### src/rtl/core/hdr_tone_map_operator_defines.svh
// Assertion macros used by the tone map operator RTL
`ifndef HDR_TONE_MAP_OPERATOR_DEFINES_SVH
`define HDR_TONE_MAP_OPERATOR_DEFINES_SVH

`ifndef ASSERT_OFF
// property must hold at every clock edge outside reset
`define TMO_ASSERT(lbl, clk, rst, prop) \
   lbl: assert property (@(posedge clk) disable iff (rst) (prop)) \
      else $error("tone map assertion failed");
// condition must never be seen outside reset
`define TMO_NEVER(lbl, clk, rst, cond) \
   lbl: assert property (@(posedge clk) disable iff (rst) !(cond)) \
      else $error("tone map forbidden condition seen");
`else
`define TMO_ASSERT(lbl, clk, rst, prop)
`define TMO_NEVER(lbl, clk, rst, cond)
`endif

`endif

### src/rtl/core/tmo_sqrt.sv
// Integer square root, one root bit (two radicand bits) per cycle
module tmo_sqrt (
   input  logic        clock,
   input  logic        reset,
   input  logic        start,
   input  logic [63:0] radicand,
   output logic        done,
   output logic [31:0] root
);
   logic [63:0] rad_ff, rad_in;
   logic [31:0] root_ff, root_in;
   logic [33:0] rem_ff, rem_in;
   logic [5:0]  cnt_ff, cnt_in;
   logic        busy_ff, busy_in, done_ff, done_in;
   logic [35:0] rem_sh, trial;

   assign rem_sh = {rem_ff, rad_ff[63:62]};
   assign trial  = {2'b00, root_ff, 2'b01};

   always_comb begin
      rad_in  = rad_ff;
      root_in = root_ff;
      rem_in  = rem_ff;
      cnt_in  = cnt_ff;
      busy_in = busy_ff;
      done_in = 1'b0;
      if (start) begin
         rad_in  = radicand;
         root_in = '0;
         rem_in  = '0;
         cnt_in  = 6'd32;
         busy_in = 1'b1;
      end else if (busy_ff) begin
         if (rem_sh >= trial) begin
            rem_in  = 34'(rem_sh - trial);
            root_in = {root_ff[30:0], 1'b1};
         end else begin
            rem_in  = rem_sh[33:0];
            root_in = {root_ff[30:0], 1'b0};
         end
         rad_in = {rad_ff[61:0], 2'b00};
         cnt_in = cnt_ff - 6'd1;
         if (cnt_ff == 6'd1) begin
            busy_in = 1'b0;
            done_in = 1'b1;
         end
      end
   end

   always_ff @(posedge clock) begin
      if (reset) begin
         busy_ff <= 1'b0;
         done_ff <= 1'b0;
      end else begin
         busy_ff <= busy_in;
         done_ff <= done_in;
      end
      rad_ff  <= rad_in;
      root_ff <= root_in;
      rem_ff  <= rem_in;
      cnt_ff  <= cnt_in;
   end

   assign done = done_ff;
   assign root = root_ff;

endmodule

### config.mk
export PLATFORM = sky130hd
export DESIGN_NAME = tmo_sqrt
export DESIGN_NICKNAME = d
export VERILOG_FILES = /design/src/rtl/core/hdr_tone_map_operator_defines.svh /design/src/rtl/core/tmo_sqrt.sv
export SDC_FILE = /design/constraint.sdc
export NUM_CORES = 1
export LEC_CHECK = 0
export ABC_AREA = 1
export BUFFER_PORTS_ARGS = -buffer_cell sky130_fd_sc_hd__buf_2
export CORE_ASPECT_RATIO = 1.75
export CORE_MARGIN = 2
export CORE_UTILIZATION = 59
export DETAILED_ROUTE_END_ITERATION = 8
export GPL_ROUTABILITY_DRIVEN = 0
export PLACE_DENSITY_LB_ADDON = 0.2
export SLEW_MARGIN = 20
export SYNTH_ARGS = -nofsm -noshare
export SYNTH_HDL_FRONTEND = slang
export SYNTH_SLANG_ARGS = --single-unit
### constraint.sdc
create_clock -name clock -period 4.4 [get_ports clock]
set_clock_uncertainty 0.05 [all_clocks]
set_input_delay 0.88 -clock clock [delete_from_list [all_inputs] [get_ports clock]]
set_output_delay 0.88 -clock clock [all_outputs]
set_load 0.01 [all_outputs]
==> results of run 1 <==
power by group:
group | total (mW) | switching [mW] | internal, mW | leakage, nW
Combinational | 3.47 | 2.34 | 1.13 | 3.51
Clock | 1.39 | 0.637 | 0.758 | 0.286
Sequential | 1.60 | 0.0882 | 1.51 | 1.26
metal layers:
layer | wire (um) | share of wire | track usage | vias up
li1 | - | - | - | 3899
met1 | 7610 | 0.37 | 0.291 | 3432
met2 | 10900 | 0.52 | 0.531 | 252
met3 | 878 | 0.042 | 0.0505 | 100
met4 | 1440 | 0.069 | 0.195 | 0
met5 | 0 | 0 | 0 | -
cells in the final DEF, fill, tap and decap left out, types with 5 or more instances in the layout:
cell type  Yosys  routed
xnor2_1        9       9
buf_4          0       5
xor2_1         7       7
dfxtp_1       74      74
inv_6          0       5
clkbuf_16      0      17
nor2_2         5       7
nand3b_1      20      20
inv_1        157     156
o21bai_1       5       5
nor3_1         9       9
nor2_1        64      62
o21ai_0       12      12
inv_8          0       5
o22ai_1       32      32
a21oi_1       26      26
nand2_1      545     545
ha_1          36      36
nand3_1       58      58
edfxtp_1      64      64
nand4_1        7       7
buf_2          5      99
cell families after synthesis:
kind of cell | share of synthesized area
XOR/XNOR | 0.0172
AO/OA/AOI/OAI | 0.0571
flip-flops | 0.417
adder cells (fa/ha/maj) | 0.0551
buffers and inverters | 0.0918
AND/OR/NAND/NOR | 0.362
state kept, by name, summed over array words and instances (netlist names):
signal   count
rad_ff      64
rem_ff      34
root        32
cnt_ff       6
busy_ff      1
done         1
worst min-delay path, cell delays in order (launching register included):
cell,delay [ns]
dfxtp_1,0.31
nand2_1,0.06
nand2_1,0.05
worst paths after layout:
check | startpoint | to | slack (ns) | depth (start not counted)
min reg2reg | rem_ff[32] | rem_ff[32] | 0.41 | 2
min | rem_ff[32] | rem_ff[32] | 0.41 | 2
max | root[26] | rem_ff[33] | 1.45 | 14
max reg2reg | root[26] | rem_ff[33] | 1.45 | 14
cell type report:
type / instances / area share
multi-input cells: 851 / 0.429
flip-flops and latches: 138 / 0.363
inverters: 158 / 0.0634
repair buffers: 105 / 0.0590
clock buffers: 17 / 0.0454
well taps: 174 / 0.0232
clock inverters: 15 / 0.0164
==> run metrics, run 1 <==
CTS Sinks=approximately 140; Avg Inst Size Synth=6.92 um^2; Setup CP Type=flop to flop; number of max-cap violations=0; Layout fillers=1199; Detailed Place HPWL=15.4 mm; final net count=1374; Post-DRT Antenna Nets=0; Slew HR=0.383; Setup Viol. Count Final=0; wirelength, routed=20.8 mm; Clk pin slew, worst setup/hold paths=approximately 0.06 ns; CP most frequent cell=nand2_1; fin util=0.696; sequential area share after synthesis=0.417; largest cells by area after synthesis=nand2_1, edfxtp_1, dfxtp_1; final design instance area without fill=9370 um^2; largest net degree at the start of global routing=69; drt pass-1 iters=5; Setup crit start kind=flop; critical path required time=4.66 ns; synthesized cell area=~8200 um^2; I/O pins=100; Worst-Margin Slew=~0.92 ns; starting density of the core=0.607; post-synthesis async set-or-reset flop share=0; Tcrit/Tclk final=0.671; vias in the first global route=7600; average wire per standard cell=14.3 um; count leader, synth=nand2_1; clk_lat worst skew=0.42 ns; placed cell areas=8790 um^2; aggregate global routing overflow=0; RSZ-0062 raised after global routing=false; share of cells above drive strength 1=0.118; Yosys top cell area share=0.250; Final Hold Fails=0; CP peak stage delay=0.60 ns; first-pass GRT wire length=34.4 mm; crit-path max FO=35; status=finished clean; Top FF cell, synth=dfxtp_1; worst slack, placed=1.55 ns; synth warn=0; min-delay worst type=flop to flop; Syn Inst Count=around 1200; Worst setup EP type=flop; die area=14800 um^2; Tot Pwr=6.47 mW; Final Slew Violations=0; minimum clock period=2.95 ns; Residual DRC=0; area leader, netlist=nand2_1; CTS max path bufs=2; area of the multi-input gates=between 4000 and 5000 um^2; peak supply drop=375 uV; placed instance count=1426; flops & latches, synth=about 140; antenna violations before repair=0; worst-path cell chain=inv_1 > ha_1 > nand2_1 > nor2_1 > nand2_1 > nor2_2 > nand2_1 > a21oi_2 > nor2_4 > nand2_8 > nand2_4 > nand2_1 > nand2_1 > nand2_1; PostCTS Resize Cnt=0; Final WS setup=1.45 ns; Die Width=around 93 um; cts bufs inserted=17; IO Port Bufs=99; Site Rows=56; kind of cell adding the most delay to the critical path=simple AND/OR/NAND/NOR gates; top cells by instance count after synthesis=nand2_1, inv_1, dfxtp_1; synthesis-to-finish area growth=14.7%; Peak Freq=0.339 GHz; Post-Syn Nets=about 1300; H-tree levels=4; Via-to-Cell Ratio=around 5.3; Root Driver=clkbuf_16; hold slack final=just over 0.4 ns; register area=between 3000 and 4000 um^2; PD cells=690 nW/um^2; Detailed Route Iter0 Violations=386; CP bufs+invs=1; postcts setup bufs=0; Die Height=160 um; setup TNS=0 ns; vias=7683; crit path DAT=roughly 3.2 ns; n_diodes=0; GR Util All Layers=0.290; synth unique cells=36; Slowest-stage cell, CP=nor2_4; static leakage=5.05 nW; Non-Filler Instances=1458; CTS tree=done; hold_buf cts=0; core outline area=13500 um^2; Post-synth EDFFs=64
(Power assumes the default switching activity.)
==> run 2: changes to the inputs <==
ABC_AREA = 0   (was 1)
CORE_UTILIZATION = 53   (was 59)
clock period = 2.4 ns   (was 4.4 ns; I/O delays follow)
==> run 2 against run 1 <==
Effect of this change:
- the flow now finishes with violations (setup timing)
- first-iteration DRC count is 17% higher
- via count is 13% lower
- register-to-register slack worse by 1.8 ns
- combinational power is 60% higher
- worst hold slack worse by 0.25 ns
- design area is 14% higher
- critical path type unchanged
- critical endpoint is now rem_ff[25]
- largest power group unchanged
- highest routed layer unchanged
==> run metrics, run 2 <==
first-pass GRT wire length=32.9 mm; commonest non-fill, non-tap cells in the layout=buf_4, buf_2, nor2_1; Peak Freq=between 0.3 and 0.4 GHz; Largest register FFs=64; final net count=between 1000 and 1500; area leader, netlist=edfxtp_1; wirelength, routed=20.1 mm; Setup CP Type=flop to flop; sequential area share after synthesis=0.439; CTS Sinks=approximately 140; FF-to-FF setup slack=-0.33 ns; Critical R2R Launch=root[21]; H-tree levels=4; Detailed Route Iter0 Violations=about 450; Residual DRC=0; Avg Inst Size Synth=10.2 um^2; Slew HR=0.558; Final WS setup=-0.326 ns; Final Slew Violations=0; clk_lat worst skew=approximately 0.42 ns; largest cells by area after synthesis=edfxtp_1, dfxtp_1, mux2_2; synth unique cells=59; antenna violations before repair=0; minimum clock period=between 2 and 3 ns; peak supply drop=553 uV; min-delay worst type=input port to flop; n_diodes=0; Setup Viol. Count Final=35; flops & latches, synth=138; Post-Syn Nets=860; count leader, synth=nor2_1; most common cell after layout, fill and taps aside=buf_4; status=finished, violations left; starting density of the core=0.540; largest net degree at the start of global routing=65; Top FF cell, synth=dfxtp_1; Final Hold Fails=0; crit path DAT=2.97 ns; Syn Inst Count=about 760; drt pass-1 iters=4; Min-Delay Endpoint=busy_ff; post-synthesis async set-or-reset flop share=0; vias=around 6700; Worst setup EP type=flop; Post-DRT Antenna Nets=0; I/O pins=100; Die Width=about 95 um; IO Port Bufs=99; critical path required time=2.64 ns; CTS tree=done; RR Endpoint=rem_ff[25]; PD cells=1040 nW/um^2; CTS max path bufs=2; Site Rows=58; Root Driver=clkbuf_16; Most flops, register=rad_ff; Yosys top cell area share=0.248; synth warn=0; synthesized cell area=a little under 8000 um^2; Reg2Reg Depth=12; Post-synth EDFFs=64; Hold Crit Depth=2; Worst-Margin Slew=0.653 ns; cts bufs inserted=17; worst slack, placed=-0.426 ns; Worst Hold Launch=reset; Tot Pwr=11.1 mW; crit-path max FO=17; vias in the first global route=7199; Layout fillers=1001; Detailed Place HPWL=14.4 mm; RSZ-0062 raised after global routing=true; setup TNS=-9.44 ns; Die Height=164 um; synthesis-to-finish area growth=37.1%; number of max-cap violations=0; average wire per standard cell=around 17 um; GR Util All Layers=0.267; Via-to-Cell Ratio=5.62; Clk pin slew, worst setup/hold paths=approximately 0.070 ns; static leakage=4.57 nW; Tcrit/Tclk final=1.14; top cells by instance count after synthesis=nor2_1, dfxtp_1, edfxtp_1; core outline area=14400 um^2; die area=15700 um^2; failing checks=setup timing; aggregate global routing overflow=0; Setup crit start kind=flop; share of cells above drive strength 1=0.447
[run 2: layer usage]
layer,vias up,global-route usage,share of wire,routed length (um)
met5,-,0,0,0
met2,253,0.494,0.54,10800
li1,3204,-,-,-
met1,3142,0.278,0.37,7440
met4,0,0.131,0.041,822
met3,74,0.0546,0.048,968
[run 2: cells by family after synthesis]
group,after synthesis,synth area share
AO/OA/AOI/OAI,154,0.139
XOR/XNOR,33,0.0373
adder cells (fa/ha/maj),36,0.0581
buffers and inverters,89,0.0485
flip-flops,138,0.439
multiplexers,119,0.164
AND/OR/NAND/NOR,188,0.115
[run 2: stage by stage]
| stage | area (um^2) | hold slack (ns) | utilization | cells |
|---|---|---|---|---|
| final | 10600 | 0.168 | 0.741 | 1188 |
| after global routing | 10600 | 0.168 | 0.741 | 1188 |
| after CTS | 10500 | 0.162 | 0.734 | 1186 |
| after detailed placement | 9710 | 0.446 | 0.676 | 1152 |
| after global placement | 9710 | 0.426 | 0.676 | 1152 |
| after floorplan | 7960 | 0.412 | - | 757 |
[run 2: cell type report]
type	instances	area (um^2)	area share
Clock buffer	18	429	0.0403
Clock inverter	14	149	0.0140
Inverter	43	161	0.0152
Multi-Input combinational cell	530	4410	0.415
Sequential cell	138	3430	0.323
Tap cell	180	225	0.0212
Timing Repair Buffer	265	1830	0.172
[run 2: worst max-delay path, stage by stage (launching register included)]
cell	delay, ns
dfxtp_2	0.34
inv_2	0.04
ha_4	0.23
a21o_1	0.18
a311oi_2	0.20
o21ai_1	0.14
o211a_2	0.17
a211oi_4	0.24
nand2_2	0.11
a21oi_4	0.35
buf_12	0.22
mux2i_1	0.23
a211oi_1	0.10
[run 2: worst max-delay path by stage]
stage,cells after the start,end,slack (ns),start
3_5_place_dp,12,rem_ff[2],-0.43,root[5]
5_1_grt,12,rem_ff[15],-0.45,root[21]
6_report,12,rem_ff[25],-0.33,root[21]
4_1_cts,12,rem_ff[15],-0.29,root[21]
3_3_place_gp,12,rem_ff[2],-0.36,root[21]
2_1_floorplan,13,rem_ff[29],-0.17,root[17]
[run 2: power breakdown]
| group | total [mW] | switching, mW | leakage, nW | internal (mW) |
|---|---|---|---|---|
| combinational | 5.54 | 2.70 | 3.03 | 2.84 |
| sequential | 2.94 | 0.179 | 1.26 | 2.76 |
| clock | 2.64 | 1.16 | 0.280 | 1.47 |
| total | 11.1 | 4.04 | 4.57 | 7.07 |
[run 2: timing repair]
item / CTS / global route
hold buffers: 0 / 0
setup endpoints to repair: 35 / 35
setup buffers: 2 / 2
pin swaps: 37 / 11
gates resized for setup: 45 / 14
