===== src/rtl/core/hdr_tone_map_operator_defines.svh =====
// Assertion macros used by the tone map operator RTL
`ifndef HDR_TONE_MAP_OPERATOR_DEFINES_SVH
`define HDR_TONE_MAP_OPERATOR_DEFINES_SVH

`ifndef ASSERT_OFF
// property must hold at every clock edge outside reset
`define TMO_ASSERT(lbl, clk, rst, prop) \
   lbl: assert property (@(posedge clk) disable iff (rst) (prop)) \
      else $error("tone map assertion failed");
// condition must never be seen outside reset
`define TMO_NEVER(lbl, clk, rst, cond) \
   lbl: assert property (@(posedge clk) disable iff (rst) !(cond)) \
      else $error("tone map forbidden condition seen");
`else
`define TMO_ASSERT(lbl, clk, rst, prop)
`define TMO_NEVER(lbl, clk, rst, cond)
`endif

`endif


===== src/rtl/core/tmo_pkg.sv =====
package tmo_pkg;

   localparam int FRAC_BITS_DEF    = 16;
   localparam int CORDIC_STEPS_DEF = 24;

   localparam int DATA_W   = 32;
   localparam int DIV_W    = 40;  // divisor width, covers Reinhard and normalise
   localparam int ANGLE_W  = 34;  // binary angle with headroom
   localparam int CORDIC_W = 52;  // 33-bit input scaled by 2^16 plus growth

   localparam logic [15:0] REINHARD_K   = 16'd20972;  // 0.32 as 0.16
   localparam logic [33:0] QUARTER_TURN = 34'h040000000;

   // input commands
   localparam logic [1:0] CMD_SCAN  = 2'd0;
   localparam logic [1:0] CMD_MAP   = 2'd1;
   localparam logic [1:0] CMD_CLEAR = 2'd2;

   // operator modes
   localparam logic [2:0] MODE_NONE      = 3'd0;
   localparam logic [2:0] MODE_REINHARD  = 3'd1;
   localparam logic [2:0] MODE_NORMALIZE = 3'd2;
   localparam logic [2:0] MODE_CLAMP     = 3'd3;
   localparam logic [2:0] MODE_ABS       = 3'd4;
   localparam logic [2:0] MODE_POSITIVE  = 3'd5;
   localparam logic [2:0] MODE_NEGATIVE  = 3'd6;
   localparam logic [2:0] MODE_SPHERICAL = 3'd7;

   // register indexes
   localparam logic [2:0] REG_MODE    = 3'd0;
   localparam logic [2:0] REG_WRED    = 3'd1;
   localparam logic [2:0] REG_WGREEN  = 3'd2;
   localparam logic [2:0] REG_WBLUE   = 3'd3;
   localparam logic [2:0] REG_EPSILON = 3'd4;

   // reset values
   localparam logic [2:0]  MODE_RST    = MODE_REINHARD;
   localparam logic [15:0] WRED_RST    = 16'd13933;
   localparam logic [15:0] WGREEN_RST  = 16'd46871;
   localparam logic [15:0] WBLUE_RST   = 16'd4732;
   localparam logic [15:0] EPSILON_RST = 16'd1;

   // arctangent of 2^-i, 2^31 = pi
   localparam logic [31:0] ATAN_TAB [32] = '{
      32'h20000000, 32'h12E4051E, 32'h09FB385B, 32'h051111D4, 32'h028B0D43,
      32'h0145D7E1, 32'h00A2F61E, 32'h00517C55, 32'h0028BE53, 32'h00145F2F,
      32'h000A2F98, 32'h000517CC, 32'h00028BE6, 32'h000145F3, 32'h0000A2FA,
      32'h0000517D, 32'h000028BE, 32'h0000145F, 32'h00000A30, 32'h00000518,
      32'h0000028C, 32'h00000146, 32'h000000A3, 32'h00000051, 32'h00000029,
      32'h00000014, 32'h0000000A, 32'h00000005, 32'h00000003, 32'h00000001,
      32'h00000001, 32'h00000000
   };

endpackage


===== src/rtl/core/tmo_divider.sv =====
// Restoring divider, one quotient bit per cycle: sat32(trunc(c * 2^F / d))
module tmo_divider #(
   parameter int FRAC_BITS = tmo_pkg::FRAC_BITS_DEF
) (
   input  logic                          clock,
   input  logic                          reset,
   input  logic                          start,
   input  logic [tmo_pkg::DATA_W-1:0]    dividend,
   input  logic [tmo_pkg::DIV_W-1:0]     divisor,
   output logic                          done,
   output logic [tmo_pkg::DATA_W-1:0]    quotient
);
   localparam int NW = tmo_pkg::DATA_W + FRAC_BITS;
   localparam int DW = tmo_pkg::DIV_W;
   localparam int CW = $clog2(NW + 1);

   logic [NW-1:0] num_ff, num_in, quo_ff, quo_in;
   logic [DW-1:0] den_ff, den_in;
   logic [DW-1:0] rem_ff, rem_in;
   logic [CW-1:0] cnt_ff, cnt_in;
   logic          busy_ff, busy_in, done_ff, done_in;
   logic          neg_ff, neg_in, zero_ff, zero_in, csign_ff, csign_in, cnz_ff, cnz_in;
   logic [32:0]   c_ext, c_mag;
   logic [DW:0]   rem_sh;
   logic          q_bit;

   assign c_ext  = {dividend[tmo_pkg::DATA_W-1], dividend};
   assign c_mag  = dividend[tmo_pkg::DATA_W-1] ? (~c_ext + 33'd1) : c_ext;
   assign rem_sh = {rem_ff, num_ff[NW-1]};
   assign q_bit  = (rem_sh >= {1'b0, den_ff});

   always_comb begin
      num_in   = num_ff;
      quo_in   = quo_ff;
      den_in   = den_ff;
      rem_in   = rem_ff;
      cnt_in   = cnt_ff;
      busy_in  = busy_ff;
      done_in  = 1'b0;
      neg_in   = neg_ff;
      zero_in  = zero_ff;
      csign_in = csign_ff;
      cnz_in   = cnz_ff;
      if (start) begin
         num_in   = NW'(c_mag) << FRAC_BITS;
         den_in   = divisor[DW-1] ? (~divisor + DW'(1)) : divisor;
         rem_in   = '0;
         quo_in   = '0;
         cnt_in   = CW'(NW);
         busy_in  = 1'b1;
         neg_in   = dividend[tmo_pkg::DATA_W-1] ^ divisor[DW-1];
         zero_in  = (divisor == '0);
         csign_in = dividend[tmo_pkg::DATA_W-1];
         cnz_in   = (dividend != '0);
      end else if (busy_ff) begin
         // one quotient bit per cycle
         rem_in = q_bit ? DW'(rem_sh - {1'b0, den_ff}) : rem_sh[DW-1:0];
         quo_in = {quo_ff[NW-2:0], q_bit};
         num_in = {num_ff[NW-2:0], 1'b0};
         cnt_in = cnt_ff - CW'(1);
         if (cnt_ff == CW'(1)) begin
            busy_in = 1'b0;
            done_in = 1'b1;
         end
      end
   end

   always_ff @(posedge clock) begin
      if (reset) begin
         busy_ff <= 1'b0;
         done_ff <= 1'b0;
      end else begin
         busy_ff <= busy_in;
         done_ff <= done_in;
      end
      num_ff   <= num_in;
      quo_ff   <= quo_in;
      den_ff   <= den_in;
      rem_ff   <= rem_in;
      cnt_ff   <= cnt_in;
      neg_ff   <= neg_in;
      zero_ff  <= zero_in;
      csign_ff <= csign_in;
      cnz_ff   <= cnz_in;
   end

   // sign and saturation
   always_comb begin
      if (zero_ff) begin
         quotient = csign_ff ? 32'h8000_0000 : (cnz_ff ? 32'h7FFF_FFFF : 32'h0);
      end else if (neg_ff) begin
         quotient = (quo_ff > NW'(33'h0_8000_0000)) ? 32'h8000_0000
                                                    : (~quo_ff[31:0] + 32'd1);
      end else begin
         quotient = (quo_ff > NW'(32'h7FFF_FFFF)) ? 32'h7FFF_FFFF : quo_ff[31:0];
      end
   end

   assign done = done_ff;

endmodule


===== config.mk =====
export PLATFORM = sky130hd
export DESIGN_NAME = tmo_divider
export DESIGN_NICKNAME = d
export VERILOG_FILES = /design/src/rtl/core/hdr_tone_map_operator_defines.svh /design/src/rtl/core/tmo_pkg.sv /design/src/rtl/core/tmo_divider.sv
export SDC_FILE = /design/constraint.sdc
export NUM_CORES = 1
export LEC_CHECK = 0
export BUFFER_PORTS_ARGS = -buffer_cell sky130_fd_sc_hd__clkbuf_2
export CAP_MARGIN = 30
export CORE_UTILIZATION = 55
export CTS_CLUSTER_SIZE = 10
export DETAILED_ROUTE_END_ITERATION = 12
export PLACE_DENSITY = 0.75
export SYNTH_ARGS = -nofsm -noshare
export SYNTH_HDL_FRONTEND = slang
export SYNTH_SLANG_ARGS = --single-unit

===== constraint.sdc =====
create_clock -name clock -period 4.2 [get_ports clock]
set_clock_uncertainty 0.1 [all_clocks]
set_input_delay 0.84 -clock clock [delete_from_list [all_inputs] [get_ports clock]]
set_output_delay 0.84 -clock clock [all_outputs]
set_load 0.01 [all_outputs]

==> metrics.txt <==
# TYPE chip_impl_metric gauge
chip_impl_metric{name="global_route.usage.met2",unit=""} 0.429
chip_impl_metric{name="chipWidth",unit="um"} 146
chip_impl_metric{name="groute.usage.overall",unit=""} 0.257
chip_impl_info{name="timing.hold.worst.class",value="reg2reg"} 1
chip_impl_metric{name="fillers",unit=""} 1748
chip_impl_metric{name="setup_viol",unit=""} 1
chip_impl_info{name="tritoncts",value="yes"} 1
chip_impl_metric{name="clkSinkCount",unit=""} 172
chip_impl_metric{name="mappedNetlistNets",unit=""} 1427
chip_impl_metric{name="grt_antenna_before_repair",unit=""} 0
chip_impl_metric{name="power.share.sequential",unit=""} 0.440
chip_impl_metric{name="hold_ws",unit="ns"} 0.383
chip_impl_info{name="startpoint_type_of_the_worst_setup_path",value="flop"} 1
chip_impl_metric{name="internal-power",unit="W"} 0.00307
chip_impl_metric{name="numCtsBuffers",unit=""} 17
chip_impl_metric{name="arrival",unit="ns"} 3.35
chip_impl_metric{name="grt_start_max_net_pins",unit=""} 84
chip_impl_metric{name="critPathMaxFanout",unit=""} 7
chip_impl_metric{name="p_switching",unit="W"} 0.00136
chip_impl_metric{name="dieArea",unit="sq um"} 21200
chip_impl_metric{name="timing.fmax",unit="GHz"} 0.233
chip_impl_metric{name="final-max-slew-violation-count",unit=""} 0
chip_impl_metric{name="grt_overflow_total",unit=""} 0
chip_impl_metric{name="postSynthCellCount",unit=""} 1306
chip_impl_metric{name="netlist-cell-type-count",unit=""} 64
chip_impl_metric{name="fraction_of_final_layout_cells_with_drive_strength_greater_than_1",unit=""} 0.152
chip_impl_metric{name="setup_slack",unit="ns"} -0.0860
chip_impl_metric{name="boundaryPins",unit=""} 108
chip_impl_metric{name="combinationalPowerShare",unit=""} 0.223
chip_impl_metric{name="detail_route.wirelength",unit="um"} 26900
chip_impl_metric{name="gpl.final_weighted_congestion",unit=""} 0.900
chip_impl_info{name="ctsRootBufferMaster",value="clkbuf_16"} 1
chip_impl_metric{name="fin_tns_setup",unit="ns"} -0.0860
chip_impl_metric{name="power.density",unit="nW/um^2"} 345
chip_impl_metric{name="avgRoutedWirePerCell",unit="um"} 16.1
chip_impl_metric{name="ir_worst_vdd",unit="uV"} 279
chip_impl_metric{name="antenna_violating_nets_post_route",unit=""} 0
chip_impl_metric{name="maximum_level_of_the_cts_h_tree",unit=""} 4
chip_impl_metric{name="syn-cell-area",unit="sq um"} 11400
chip_impl_metric{name="synth_warnings",unit=""} 0
chip_impl_metric{name="die_h",unit="um"} 146
chip_impl_metric{name="cts.clk_slew.worst_paths",unit="ns"} 0.07
chip_impl_metric{name="drc",unit=""} 0
chip_impl_metric{name="areaGrowthSynthToFinish",unit="%"} 12.8
chip_impl_info{name="critical_path.endpoint_type",value="output pin"} 1
chip_impl_metric{name="count_of_flip_flops_with_a_built_in_enable_after_synthesis",unit=""} 76
chip_impl_metric{name="detailedRoute.firstIterationViolations",unit=""} 682
chip_impl_metric{name="min_period",unit="ns"} 4.29
chip_impl_metric{name="core",unit="sq um"} 20200
chip_impl_metric{name="via_density",unit=""} 5.90
chip_impl_metric{name="clk_path_buf_depth",unit=""} 2
chip_impl_metric{name="n_antenna_cell",unit=""} 0
chip_impl_metric{name="finalHoldViolCount",unit=""} 0
chip_impl_metric{name="seq_area_frac_synth",unit=""} 0.370
chip_impl_metric{name="hpwl",unit="um"} 19300
chip_impl_metric{name="wire_length_of_the_first_global_routing_pass",unit="um"} 44400
chip_impl_metric{name="cp_data_required_time",unit="ns"} 3.26
chip_impl_info{name="setup_repair_after_global_routing_missed_its_margin",value="true"} 1
chip_impl_metric{name="clock_network_latency_to_the_later_pin_of_the_worst_skew_pair",unit="ns"} 0.44
chip_impl_metric{name="synth_area_per_cell",unit="sq um"} 8.70
chip_impl_metric{name="length_of_the_first_detailed_routing_pass_in_iterations",unit=""} 7
chip_impl_info{name="yosys_most_used_dff",value="dfxtp_1"} 1
chip_impl_metric{name="vias",unit=""} 9846
chip_impl_metric{name="p_clk_frac",unit=""} 0.337
chip_impl_metric{name="timing.final.crit_share",unit=""} 1.02
chip_impl_info{name="critical_path_class",value="reg2out"} 1
chip_impl_metric{name="max-cap-violations",unit=""} 0
chip_impl_metric{name="initial_utilization",unit=""} 0.562
chip_impl_metric{name="reported_leakage_power",unit="nW"} 5.38
chip_impl_metric{name="postCtsHoldBufs",unit=""} 0
chip_impl_metric{name="max_slew.worst_pin.slew",unit="ns"} 0.839
chip_impl_metric{name="switching_share",unit=""} 0.307
chip_impl_metric{name="port_buffers",unit=""} 107
chip_impl_info{name="violations",value="setup timing"} 1
chip_impl_metric{name="num-nets-final",unit=""} 1507
chip_impl_metric{name="number_of_global_route_vias_before_repair",unit=""} 9152
chip_impl_info{name="run_status",value="complete, but fails checks"} 1
chip_impl_info{name="grt_most_used_layer",value="met2"} 1
chip_impl_metric{name="slew_headroom",unit=""} 0.440
chip_impl_metric{name="groute.layer.met3.usage",unit=""} 0.0389
chip_impl_metric{name="synthArstFlopShare",unit=""} 0
chip_impl_metric{name="placement_rows",unit=""} 52
chip_impl_metric{name="grt_met1_use",unit=""} 0.340
chip_impl_metric{name="synth.ff_latch_count",unit=""} 172
## kinds of logic after synthesis
family | after synthesis | synth area share
compound gates | 353 | 0.202
xor+xnor | 106 | 0.0817
fa+ha+maj | 46 | 0.0513
buf+inv | 139 | 0.0464
flops | 172 | 0.370
mux | 76 | 0.0669
simple gates | 414 | 0.181
## sequential cells by signal, indices dropped and copies added (netlist names), 6 cells and up
name    flops
quo_ff     48
den_ff     40
rem_ff     40
num_ff     32
cnt_ff      6
## per-stage QoR
stage | utilization | setup slack [ns] | area (sq um) | total power (W) | instances
after floorplan | - | 0.298 | 11400 | 0.00267 | 1306
after global placement | 0.599 | 0.223 | 12100 | 0.00292 | 1632
after detailed placement | 0.599 | 0.204 | 12100 | 0.00294 | 1632
after CTS | 0.630 | -0.0866 | 12800 | 0.00444 | 1666
after global routing | 0.634 | -0.241 | 12800 | 0.00465 | 1669
final | 0.634 | -0.0860 | 12800 | 0.00442 | 1669
## cell type report
type | instances | area (sq um) | share of cell area
Clock buffer | 19 | 443 | 0.0345
Clock inverter | 13 | 111 | 0.00868
Inverter | 68 | 255 | 0.0199
Multi-Input combinational cell | 995 | 6730 | 0.525
Sequential cell | 172 | 4220 | 0.329
Tap cell | 270 | 338 | 0.0263
Timing Repair Buffer | 132 | 729 | 0.0569
## metal layers
metal  wire [um]  up-vias
li1            -     4936
met1       12200     4618
met2       12900      250
met3        1270       42
met4         509        0
met5           0        -
## Yosys cell counts, types with 44 or more instances
| library cell | instances | area, sq um |
|---|---|---|
| a21oi_1 | 99 | 495 |
| clkbuf_1 | 58 | 218 |
| dfxtp_1 | 96 | 1920 |
| edfxtp_1 | 76 | 2280 |
| ha_1 | 45 | 563 |
| inv_1 | 68 | 255 |
| mux2i_1 | 76 | 761 |
| nand2_1 | 72 | 270 |
| nor2_1 | 158 | 593 |
| o21ai_0 | 83 | 415 |
| xnor2_1 | 62 | 543 |
| xor2_1 | 44 | 385 |
## layout by cell type, fill, tap and decap left out, types with 17 or more instances in the layout
| master | instances |
|---|---|
| nor3_1 | 22 |
| dfxtp_1 | 88 |
| xnor2_1 | 62 |
| clkbuf_16 | 17 |
| nand2b_1 | 17 |
| inv_1 | 68 |
| nand2_1 | 72 |
| xor2_1 | 44 |
| ha_1 | 45 |
| a211oi_1 | 29 |
| nand3_1 | 21 |
| a21oi_1 | 99 |
| mux2i_1 | 76 |
| clkbuf_2 | 103 |
| buf_4 | 25 |
| nor2_1 | 154 |
| edfxtp_1 | 76 |
| o31ai_1 | 20 |
| o21ai_0 | 74 |
| or3_1 | 18 |
## critical path: stages, from the launching register on
cell and delay, ns:
dfxtp_2 0.35, or4_4 0.55, nor4_4 0.18, nand4_1 0.15, or4b_4 0.52, or3_4 0.35, or3_1 0.33, xor2_1 0.15
a21oi_1 0.14, nor2_1 0.05, buf_2 0.14
## power by group through the flow
stage | clock [W] | combinational, W | sequential, W
final | 0.00149 | 0.000985 | 0.00195
after global routing | 0.00159 | 0.00110 | 0.00196
after CTS | 0.00152 | 0.000968 | 0.00195
after detailed placement | 0 | 0.000956 | 0.00198
after global placement | 0 | 0.000938 | 0.00198
after floorplan | 0 | 0.000718 | 0.00195
## worst paths after layout
kind / start / end / slack [ns] / depth (start not counted)
setup / recovery: quo_ff[7]$_SDFFE_PP0P_ / quotient[31] / -0.09 / 10
hold / removal: rem_ff[25]$_SDFFE_PP0P_ / rem_ff[25]$_SDFFE_PP0P_ / 0.38 / 2
setup reg to reg: den_ff[1]$_DFFE_PP_ / rem_ff[22]$_SDFFE_PP0P_ / 0.39 / 12
hold reg to reg: rem_ff[25]$_SDFFE_PP0P_ / rem_ff[25]$_SDFFE_PP0P_ / 0.38 / 2
## what timing repair did
item | 4_1_cts | 5_1_grt
setup buffers | 2 | 3
gates resized for setup | 14 | 31
pin swaps | 2 | 5
endpoints found under the setup margin | 23 | 30
Note: power is estimated with default switching activity, not from simulation.
